$ cat config.mk
export PLATFORM = sky130hd
export DESIGN_NAME = debug_packet_deframer_core
export DESIGN_NICKNAME = d
export VERILOG_FILES = /design/src/hdl/dpd_pkg.sv /design/src/hdl/dpd_frame_fsm.sv /design/src/hdl/debug_packet_deframer_core.sv
export SDC_FILE = /design/constraint.sdc
export NUM_CORES = 1
export LEC_CHECK = 0
export BUFFER_PORTS_ARGS = -buffer_cell sky130_fd_sc_hd__buf_2
export CORE_MARGIN = 2
export CORE_UTILIZATION = 44
export CTS_CLUSTER_DIAMETER = 60
export DETAILED_ROUTE_END_ITERATION = 10
export MAX_ROUTING_LAYER = met4
export SYNTH_ARGS = -nofsm -noshare
export SYNTH_HDL_FRONTEND = slang
export SYNTH_HIERARCHICAL = 1
export SYNTH_SLANG_ARGS = --single-unit
$ cat constraint.sdc
create_clock -name clk -period 4.75 [get_ports clk]
set_input_delay 0.475 -clock clk [delete_from_list [all_inputs] [get_ports clk]]
set_output_delay 0.475 -clock clk [all_outputs]
set_load 0.03 [all_outputs]
$ cat src/hdl/dpd_pkg.sv
`timescale 1ns / 1ps
// ----------------------------------------------------------------------------
// Debug packet deframer package
// Shared types, character codes, event codes and the hex digit decoder.
// ----------------------------------------------------------------------------
package dpd_pkg;

  localparam int unsigned MAX_PAYLOAD_DEF = 256;

  localparam logic [7:0] CH_START = 8'h24;  // '$'
  localparam logic [7:0] CH_END   = 8'h23;  // '#'
  localparam logic [7:0] CH_NACK  = 8'h2D;  // '-'

  typedef enum logic [1:0] {
    PH_IDLE = 2'd0,
    PH_DATA = 2'd1,
    PH_HI   = 2'd2,
    PH_LO   = 2'd3
  } phase_t;

  typedef enum logic [2:0] {
    EV_START   = 3'd0,
    EV_DATA    = 3'd1,
    EV_RESTART = 3'd2,
    EV_GOOD    = 3'd3,
    EV_BAD     = 3'd4
  } event_t;

  typedef struct packed {
    logic       valid;
    event_t     event_res;
    logic [7:0] data_byte;
    logic [8:0] packet_length;
    logic [7:0] computed_sum;
    logic       overflow;
    logic       send_nack;
  } result_t;

  typedef struct packed {
    logic       ok;
    logic [3:0] value;
  } hex_t;

  function automatic hex_t hex_decode(input logic [7:0] b);
    hex_t h;
    h.ok    = 1'b1;
    h.value = 4'd0;
    case (b) inside
      [8'h30:8'h39]: h.value = b[3:0];
      [8'h61:8'h66],
      [8'h41:8'h46]: h.value = b[3:0] + 4'd9;
      default:       h.ok    = 1'b0;
    endcase
    return h;
  endfunction

endpackage

$ cat src/hdl/dpd_frame_fsm.sv
`timescale 1ns / 1ps
// ----------------------------------------------------------------------------
// Frame tracker
// Phase state machine, running sum, saturating length and checksum compare.
// ----------------------------------------------------------------------------
module dpd_frame_fsm #(
  parameter int unsigned MAX_PAYLOAD = dpd_pkg::MAX_PAYLOAD_DEF
) (
  input  logic             clk,
  input  logic             rst_n,
  input  logic             step,      // consume rx_byte this cycle
  input  logic [7:0]       rx_byte,
  output dpd_pkg::result_t result     // valid only meaningful with step
);

  localparam int unsigned CW = $clog2(MAX_PAYLOAD + 1);
  localparam logic [CW-1:0] CNT_MAX = CW'(MAX_PAYLOAD);

  dpd_pkg::phase_t phase_r, phase_nxt;
  logic [7:0]      sum_r, sum_nxt;
  logic [CW-1:0]   cnt_r, cnt_nxt;
  logic [3:0]      hi_r, hi_nxt;
  logic            bad_digit_r, bad_digit_nxt;
  logic            ovf_r, ovf_nxt;

  dpd_pkg::hex_t   hex;
  logic [CW+8:0]   cnt_ext;
  logic [7:0]      rx_sum;

  always_ff @(posedge clk) begin
    if (!rst_n) begin
      phase_r     <= dpd_pkg::PH_IDLE;
      sum_r       <= 8'd0;
      cnt_r       <= '0;
      hi_r        <= 4'd0;
      bad_digit_r <= 1'b0;
      ovf_r       <= 1'b0;
    end else if (step) begin
      phase_r     <= phase_nxt;
      sum_r       <= sum_nxt;
      cnt_r       <= cnt_nxt;
      hi_r        <= hi_nxt;
      bad_digit_r <= bad_digit_nxt;
      ovf_r       <= ovf_nxt;
    end
  end

  always_comb begin
    hex           = dpd_pkg::hex_decode(rx_byte);
    rx_sum        = {hi_r, hex.value};
    phase_nxt     = phase_r;
    sum_nxt       = sum_r;
    cnt_nxt       = cnt_r;
    hi_nxt        = hi_r;
    bad_digit_nxt = bad_digit_r;
    ovf_nxt       = ovf_r;
    result        = '0;
    result.event_res = dpd_pkg::EV_START;

    case (phase_r)
      dpd_pkg::PH_IDLE: begin
        if (rx_byte == dpd_pkg::CH_START) begin
          sum_nxt   = 8'd0;
          cnt_nxt   = '0;
          ovf_nxt   = 1'b0;
          phase_nxt = dpd_pkg::PH_DATA;
          result.valid     = 1'b1;
          result.event_res = dpd_pkg::EV_START;
        end
      end
      dpd_pkg::PH_DATA: begin
        if (rx_byte == dpd_pkg::CH_START) begin
          sum_nxt = 8'd0;
          cnt_nxt = '0;
          ovf_nxt = 1'b0;
          result.valid     = 1'b1;
          result.event_res = dpd_pkg::EV_RESTART;
        end else if (rx_byte == dpd_pkg::CH_END) begin
          phase_nxt = dpd_pkg::PH_HI;
        end else begin
          sum_nxt = sum_r + rx_byte;
          // saturate the length and flag the overrun
          if (cnt_r < CNT_MAX) begin
            cnt_nxt = cnt_r + CW'(1);
          end else begin
            ovf_nxt = 1'b1;
          end
          result.valid     = 1'b1;
          result.event_res = dpd_pkg::EV_DATA;
          result.data_byte = rx_byte;
        end
      end
      dpd_pkg::PH_HI: begin
        hi_nxt        = hex.value;
        bad_digit_nxt = ~hex.ok;
        phase_nxt     = dpd_pkg::PH_LO;
      end
      dpd_pkg::PH_LO: begin
        phase_nxt    = dpd_pkg::PH_IDLE;
        result.valid = 1'b1;
        if (hex.ok && !bad_digit_r && rx_sum == sum_r) begin
          result.event_res = dpd_pkg::EV_GOOD;
        end else begin
          result.event_res = dpd_pkg::EV_BAD;
          result.send_nack = 1'b1;
        end
      end
      default: phase_nxt = dpd_pkg::PH_IDLE;
    endcase

    // report the updated packet totals
    cnt_ext              = {9'd0, cnt_nxt};
    result.packet_length = cnt_ext[8:0];
    result.computed_sum  = sum_nxt;
    result.overflow      = ovf_nxt;
  end

endmodule

$ cat src/hdl/debug_packet_deframer_core.sv
`timescale 1ns / 1ps
// ----------------------------------------------------------------------------
// Debug packet deframer core
// Frames '$' payload '#' hh packets from a serial byte stream.
// ----------------------------------------------------------------------------
//
//   channel | dir | tdata (low bit up)                          | tuser
//   --------+-----+---------------------------------------------+-----------
//   in_     | in  | rx_byte[7:0]                                | -
//   out_    | out | data_byte, packet_length, computed_sum,     | event_res
//           |     | overflow, send_nack, zero pad to 32 bits    |
//
// One beat per cycle sustained while out_tready stays high; a result beat passes
// from the input register, which loads when its byte is accepted, to the result
// register, which drives out_.
// The frame tracker updates its state in the cycle the input register drains,
// so its state loop sets the rate.
// Reset (rst_n low, synchronous) empties both registers and returns to idle.
// A stall on out_tready holds the result register and, through it, in_tready.
// ----------------------------------------------------------------------------
module debug_packet_deframer_core #(
  parameter int unsigned MAX_PAYLOAD = dpd_pkg::MAX_PAYLOAD_DEF
) (
  input  logic        clk,
  input  logic        rst_n,
  input  logic        in_tvalid,
  output logic        in_tready,
  input  logic [7:0]  in_tdata,   // [7:0] rx_byte
  output logic        out_tvalid,
  input  logic        out_tready,
  output logic [31:0] out_tdata,  // [7:0] data_byte, [16:8] packet_length,
                                  // [24:17] computed_sum, [25] overflow,
                                  // [26] send_nack, [31:27] zero
  output logic [2:0]  out_tuser   // [2:0] event_res
);

  // Input register
  logic       in_vld_r, in_vld_nxt;
  logic [7:0] in_byte_r;

  // Result register
  logic       out_vld_r, out_vld_nxt;
  dpd_pkg::result_t res_r;
  dpd_pkg::result_t res_comb;

  logic advance;   // input register drains into the tracker
  logic out_free;  // result register can take a new beat

  assign out_free  = !out_vld_r || out_tready;
  assign advance   = in_vld_r && out_free;
  assign in_tready = !in_vld_r || out_free;

  dpd_frame_fsm #(
    .MAX_PAYLOAD(MAX_PAYLOAD)
  ) u_fsm (
    .clk    (clk),
    .rst_n  (rst_n),
    .step   (advance),
    .rx_byte(in_byte_r),
    .result (res_comb)
  );

  always_comb begin
    in_vld_nxt = in_vld_r;
    if (in_tready) begin
      in_vld_nxt = in_tvalid;
    end
    out_vld_nxt = out_vld_r;
    if (out_free) begin
      // drop beats that produce no result
      out_vld_nxt = advance && res_comb.valid;
    end
  end

  always_ff @(posedge clk) begin
    if (!rst_n) begin
      in_vld_r  <= 1'b0;
      out_vld_r <= 1'b0;
    end else begin
      in_vld_r  <= in_vld_nxt;
      out_vld_r <= out_vld_nxt;
    end
  end

  // Payload registers: load on accept, hold on stall
  always_ff @(posedge clk) begin
    if (in_tready && in_tvalid) begin
      in_byte_r <= in_tdata;
    end
    if (advance && out_free) begin
      res_r <= res_comb;
    end
  end

  assign out_tvalid = out_vld_r;
  assign out_tuser  = res_r.event_res;
  assign out_tdata  = {5'd0, res_r.send_nack, res_r.overflow, res_r.computed_sum,
                       res_r.packet_length, res_r.data_byte};

endmodule
# Word level (Yosys, flattened, before mapping)
# Cells that the tools add are included.
[op_classes]
add_sub_neg = 3
order_cmp = 7
eq_ne = 9
mux = 28
bitwise_logic = 2
reduce_logical = 19
[ops]
columns = ["op", "n"]
rows = [
  ["9-bit two-way mux", 4],
  ["8-bit two-way mux", 3],
  ["9-bit one-hot mux with 2 select lines", 1],
  ["8-bit by 6-bit == test with 1-bit output, second input constant", 2],
  ["8-bit by 7-bit >= comparator with 1-bit output, second input constant", 2],
  ["8-bit by 7-bit <= comparator with 1-bit output, second input constant", 2],
  ["4-bit two-way mux", 4],
  ["8-bit one-hot mux with 2 select lines", 1],
  ["12-bit two-way mux", 1],
  ["4-bit one-hot mux with 3 select lines", 1],
  ["9-bit by 1-bit adder with 9-bit output, second input constant", 1],
  ["1-bit logical AND", 9],
  ["9-bit < comparator, second input constant", 1],
  ["8-bit adder", 1],
  ["8-bit == test", 1],
  ["8-bit by 6-bit >= comparator with 1-bit output, second input constant", 1],
  ["8-bit by 6-bit <= comparator with 1-bit output, second input constant", 1],
  ["2-bit one-hot mux with 4 select lines", 1],
  ["1-bit two-way mux", 7],
  ["2-bit two-way mux", 3],
  ["4-bit adder, second input constant", 1],
  ["2-bit == test, second input constant", 2],
  ["2-bit by 1-bit != test with 1-bit output, second input constant", 2],
  ["4-bit AND reduction", 1],
  ["other kinds (11)", 15],
]
[word_totals]
regBits = 65
input_bits = 12
out_inout_bits = 37
wordCells = 83

# Longest topological paths before layout
[depth]
ltp_word = 10
mapped_depth = 9
depth_no_buf = 8

# Cells and area by module
# The synthesis kept the hierarchy.
[by_module_without_submodules]
columns = ["module", "instances", "cells_each", "area_per_inst_um2", "seq_area_each_um2"]
rows = [
  ["dpd_frame_fsm", 1, 299, 2373.5, 500.5],
  ["debug_packet_deframer_core", 1, 54, 1290.0, 1181.1],
]

# Least setup slack after synthesis
# No wires, ideal clock.
[synth_timing]
kind = "in2reg"
from = "input port out_tready"
to = "register u_fsm.hi_r[2]"
setup_ps = 115
arrival_time_ps = 2298
required_ps = 4635
path_slack_ps = 2338
stages = 7
path_buffers = 1
path_cell_list = "nand2b_1 -> and2_1 -> buf_1 -> nand2_1 -> nand2_1 -> o31ai_1 -> and2_1"
[synth_between]
elab_chain_cells = 3
[synth_lines]
columns = ["element", "line_no", "text"]
rows = [
  ["start: declaration", "debug_packet_deframer_core.sv:30", "input logic out_tready,"],
  ["1-bit logical OR", "debug_packet_deframer_core.sv:49", "assign out_free = !out_vld_r || out_tready;"],
  ["1-bit logical AND", "debug_packet_deframer_core.sv:50", "assign advance = in_vld_r && out_free;"],
  ["named net advance", "debug_packet_deframer_core.sv:46", "logic advance;"],
  ["2-bit AND reduction (no source line)", "n/a", ""],
  ["end signal: assignment", "dpd_frame_fsm.sv:42", "hi_r <= hi_nxt;"],
  ["end: declaration", "dpd_frame_fsm.sv:22", "logic [3:0] hi_r, hi_nxt;"],
]
# The timed path passes the listed nets, and every way through them passes these cells.
# A chain may end at the register's enable or synchronous reset.

==> impl_metrics.tcl <==
set metrics [dict create \
    status "complete, no violations" \
    route.final.wire_length_um 7880 \
    cts_resized 0 \
    timing_worst_setup_path_type "reg2reg" \
    switching_power_total_mw 0.303 \
    hold_start "in_tdata[3]" \
    die_y_um 95.2 \
    netlist_instances 353 \
    worstPathCellList "inv_1 -> ha_1 -> o21bai_1 -> a211oi_2 -> nor3_1 -> nor4b_4 -> nor4b_2 -> nor3b_1" \
    count_of_flip_flops_with_a_built_in_enable_after_synthesis 38 \
    regArea_mm2 0.00168 \
    core-area_mm2 0.00813 \
    worst_hold_slack_ps 303 \
    r2r_end "out_tuser[2]" \
    clock_sinks 65 \
    yosys_warnings 6 \
    grt_pass1_wl_um 12700 \
    critical-path-top-delay-family "simple AND/OR/NAND/NOR gates" \
    yosysSeqAreaShare_pct 45.9 \
    cts_made_buffers 9 \
    groute.usage.overall_pct 18.9 \
    number_of_diodes_added_for_antenna_fixing 0 \
    initial_utilization_pct 45.0 \
    grt_setup_unrepaired "false" \
    netlist-cell-type-count 72 \
    internal_power_mw 0.947 \
    max_slew.worst_pin.slew_ps 686 \
    min_path_type "in2reg" \
    cts_hold_buffers 0 \
    share_of_post_route_cells_with_drive_strength_above_1_pct 19.2 \
    clk_path_buf_depth 2 \
    fin_crit_sh_pct 55.8 \
    initialDrtViolationCount 189 \
    async_reset_ff_share_pct 0 \
    p_clk_share_pct 39.4 \
    synthFlopType "sky130_fd_sc_hd__edfxtp_1" \
    hold_viol_final 0 \
    area_growth_syn_to_layout_pct 12.6 \
    grt_overflow_total 0 \
    power_per_cell_area_mw_per_mm2 303 \
    path_max_fanout 6 \
    ys_seq_elements 65 \
    remaining_drc_errors 0 \
    num-fill-cells 761 \
    cts.repair_timing.setup_buffer_count 0 \
    finalSetupViolations 0 \
    worst_setup_path_startpoint "in_byte_r[1]" \
    route.antenna.remaining_nets 0 \
    wl_cell_um 15.8 \
    cts_tree "done" \
    arrival_ps 2740 \
    multi_input_area_mm2 0.00182 \
    htree_levels 3 \
    timing.critical_path.to "out_tuser[2]" \
    fin_util_pct 50.7 \
    finalNonFillerCells 500 \
    antenna_found_initial 0 \
    worstRegToRegCells 8 \
    finalCriticalPeriod_ps 2650 \
    critical_path.endpoint_type "flop" \
    slowest_delay_ps 500 \
    mostFrequentLayoutCell "sky130_fd_sc_hd__buf_2" \
    std_cell_rows 33 \
    power_mw 1.25 \
    p_seq_share_pct 50.5 \
    syn_area_per_cell_um2 10.4 \
    power.share.combinational_pct 10.1 \
    clk_pin_slew_worst_paths_ps 70 \
    startpoint_type "flop" \
    p_leak_nw 1.66 \
    worst_slew_margin_rel_pct 54.3 \
    ir_worst_vdd_uv 118 \
    leading_cell_types_in_the_layout_fill_and_taps_excluded "sky130_fd_sc_hd__buf_2, sky130_fd_sc_hd__edfxtp_1, sky130_fd_sc_hd__dfxtp_1, sky130_fd_sc_hd__a21oi_1, sky130_fd_sc_hd__nand2_1" \
    netlist_area_mm2 0.00366 \
    place.detailed.instances 484 \
    max_cap_viol_count 0 \
    clk_latency_ps 350 \
    slew_viol_final 0 \
    timing.critical_path.buf_inv 1 \
    ctsRootBufferMaster "sky130_fd_sc_hd__clkbuf_8" \
    top_level_ports 49 \
    fin_skew_ps 9.38 \
    die-area_mm2 0.00907 \
    max_freq_mhz 378 \
    timing.setup.tns_ps 0 \
    die_x_um 95.2 \
    dr_total_vias 2773 \
    power.switching_fraction_pct 24.2 \
    grt_max_degree 34 \
    critPathSlowestCell "sky130_fd_sc_hd__edfxtp_1" \
    timing.rr.start "in_byte_r[1]" \
    path_depth 8 \
    place_congestion 0.867 \
    drt-vias-per-instance 5.55 \
    layout.nets 418 \
    drt_first_pass_iters 4 \
    first_global_vias 2545 \
    io_buffer_count 43 \
    worst_ep_required_time_ps 4840 \
    reg2reg_setup_slack_ps 2100 \
    dpl.hpwl_um 5460 \
]
## layout make-up
cell class / instances / share of cell area (%)
Clock buffer: 14 / 4.22
Clock inverter: 2 / 0.819
Inverter: 17 / 1.55
Multi-Input combinational cell: 253 / 44.1
Sequential cell: 65 / 40.8
Tap cell: 105 / 3.19
Timing Repair Buffer: 44 / 5.40
## power by group through the flow
stage	registers, mW	logic (mW)	clock network [mW]
6_report	0.631	0.126	0.492
5_1_grt	0.634	0.138	0.527
4_1_cts	0.631	0.126	0.504
3_5_place_dp	0.643	0.126	0
3_3_place_gp	0.643	0.124	0
2_1_floorplan	0.654	0.0859	0
## flip-flops by register name, summed over array words and instances (netlist names)
register,cells
u_fsm/bad_digit_r,1
u_fsm/hi_r,4
in_vld_r,1
out_tdata,27
u_fsm/phase_r,2
out_tvalid,1
in_byte_r,8
u_fsm/sum_r,8
out_tuser,3
u_fsm/cnt_r,9
u_fsm/ovf_r,1
## worst register-to-register path, cell delays in order, from the launching register on
cell                       delay (ps)
sky130_fd_sc_hd__edfxtp_1         500
sky130_fd_sc_hd__inv_1            170
sky130_fd_sc_hd__ha_1             280
sky130_fd_sc_hd__o21bai_1         200
sky130_fd_sc_hd__a211oi_2         330
sky130_fd_sc_hd__nor3_1           130
sky130_fd_sc_hd__nor4b_4          350
sky130_fd_sc_hd__nor4b_2          350
sky130_fd_sc_hd__nor3b_1           90
## how the worst min path moves through the flow
| stage | slack, ps | depth (start not counted) | end |
|---|---|---|---|
| detailed placement | 470 | 2 | u_fsm/bad_digit_r |
| global placement | 470 | 2 | u_fsm/bad_digit_r |
| global route | 290 | 1 | in_byte_r[6] |
| floorplan | 440 | 2 | u_fsm/bad_digit_r |
| CTS | 290 | 1 | in_byte_r[3] |
| finish | 300 | 1 | in_byte_r[3] |
## stage by stage
step | instance area, µm² | setup WS, ps
2_1_floorplan | 3680 | 2340
3_3_place_gp | 3920 | 2260
3_5_place_dp | 3920 | 2110
4_1_cts | 4120 | 2120
5_1_grt | 4120 | 1950
6_report | 4120 | 2100
## cell families (layout without fill, tap and decap cells)
family	Yosys count	after routing	synth area share [%]
other	1	5	0.102
DFF	65	65	45.9
xor gates and xnor gates	11	11	3.01
adders and majority gates	16	16	5.67
buffers and inverters	39	77	4.95
and+or+nand+nor	112	112	19.2
muxes	7	7	1.91
AOI/OAI and AO/OA	102	102	19.3
## per-layer routing
layer	track usage, %	share of wire [%]	vias up
met2	28.1	45	63
met3	3.64	4.1	15
met1	25.2	49	1329
met4	7.97	1.8	0
li1	-	-	1366
met5	-	0	-
## cell usage after synthesis, drive strengths merged, types with 2 or more instances
| library cell | number | area (µm²) |
|---|---|---|
| nor3 | 6 | 46.3 |
| a211oi | 2 | 20.0 |
| a41o | 2 | 20.0 |
| clkbuf | 9 | 33.8 |
| o21a | 3 | 22.5 |
| ha | 15 | 188 |
| o22ai | 5 | 31.3 |
| dfxtp | 27 | 541 |
| xnor2 | 8 | 70.1 |
| o211ai | 3 | 22.5 |
| nor4b | 2 | 38.8 |
| xor2 | 2 | 17.5 |
| nand3 | 11 | 55.1 |
| edfxtp | 38 | 1140 |
| mux2i | 7 | 70.1 |
| or3 | 4 | 35.0 |
| a22o | 4 | 35.0 |
| nand4 | 4 | 25.0 |
| a32oi | 2 | 17.5 |
| a31oi | 6 | 43.8 |
| nand2 | 20 | 75.1 |
| and3 | 4 | 25.0 |
| nor2b | 16 | 100 |
| nand3b | 5 | 50.1 |
| a21oi | 26 | 134 |
| nand2b | 4 | 25.0 |
| a21o | 4 | 30.0 |
| a22oi | 6 | 50.1 |
| o21ai | 17 | 85.1 |
| nand4b | 3 | 26.3 |
| and2 | 13 | 86.3 |
| a21boi | 5 | 41.3 |
| buf | 13 | 83.8 |
| nor2 | 11 | 41.3 |
| inv | 17 | 63.8 |
| o21bai | 3 | 22.5 |
| o31ai | 2 | 15.0 |
| nor3b | 2 | 15.0 |
| o2bb2ai | 4 | 35.0 |
| or2 | 2 | 12.5 |
Power figures use the tool's default switching activity.
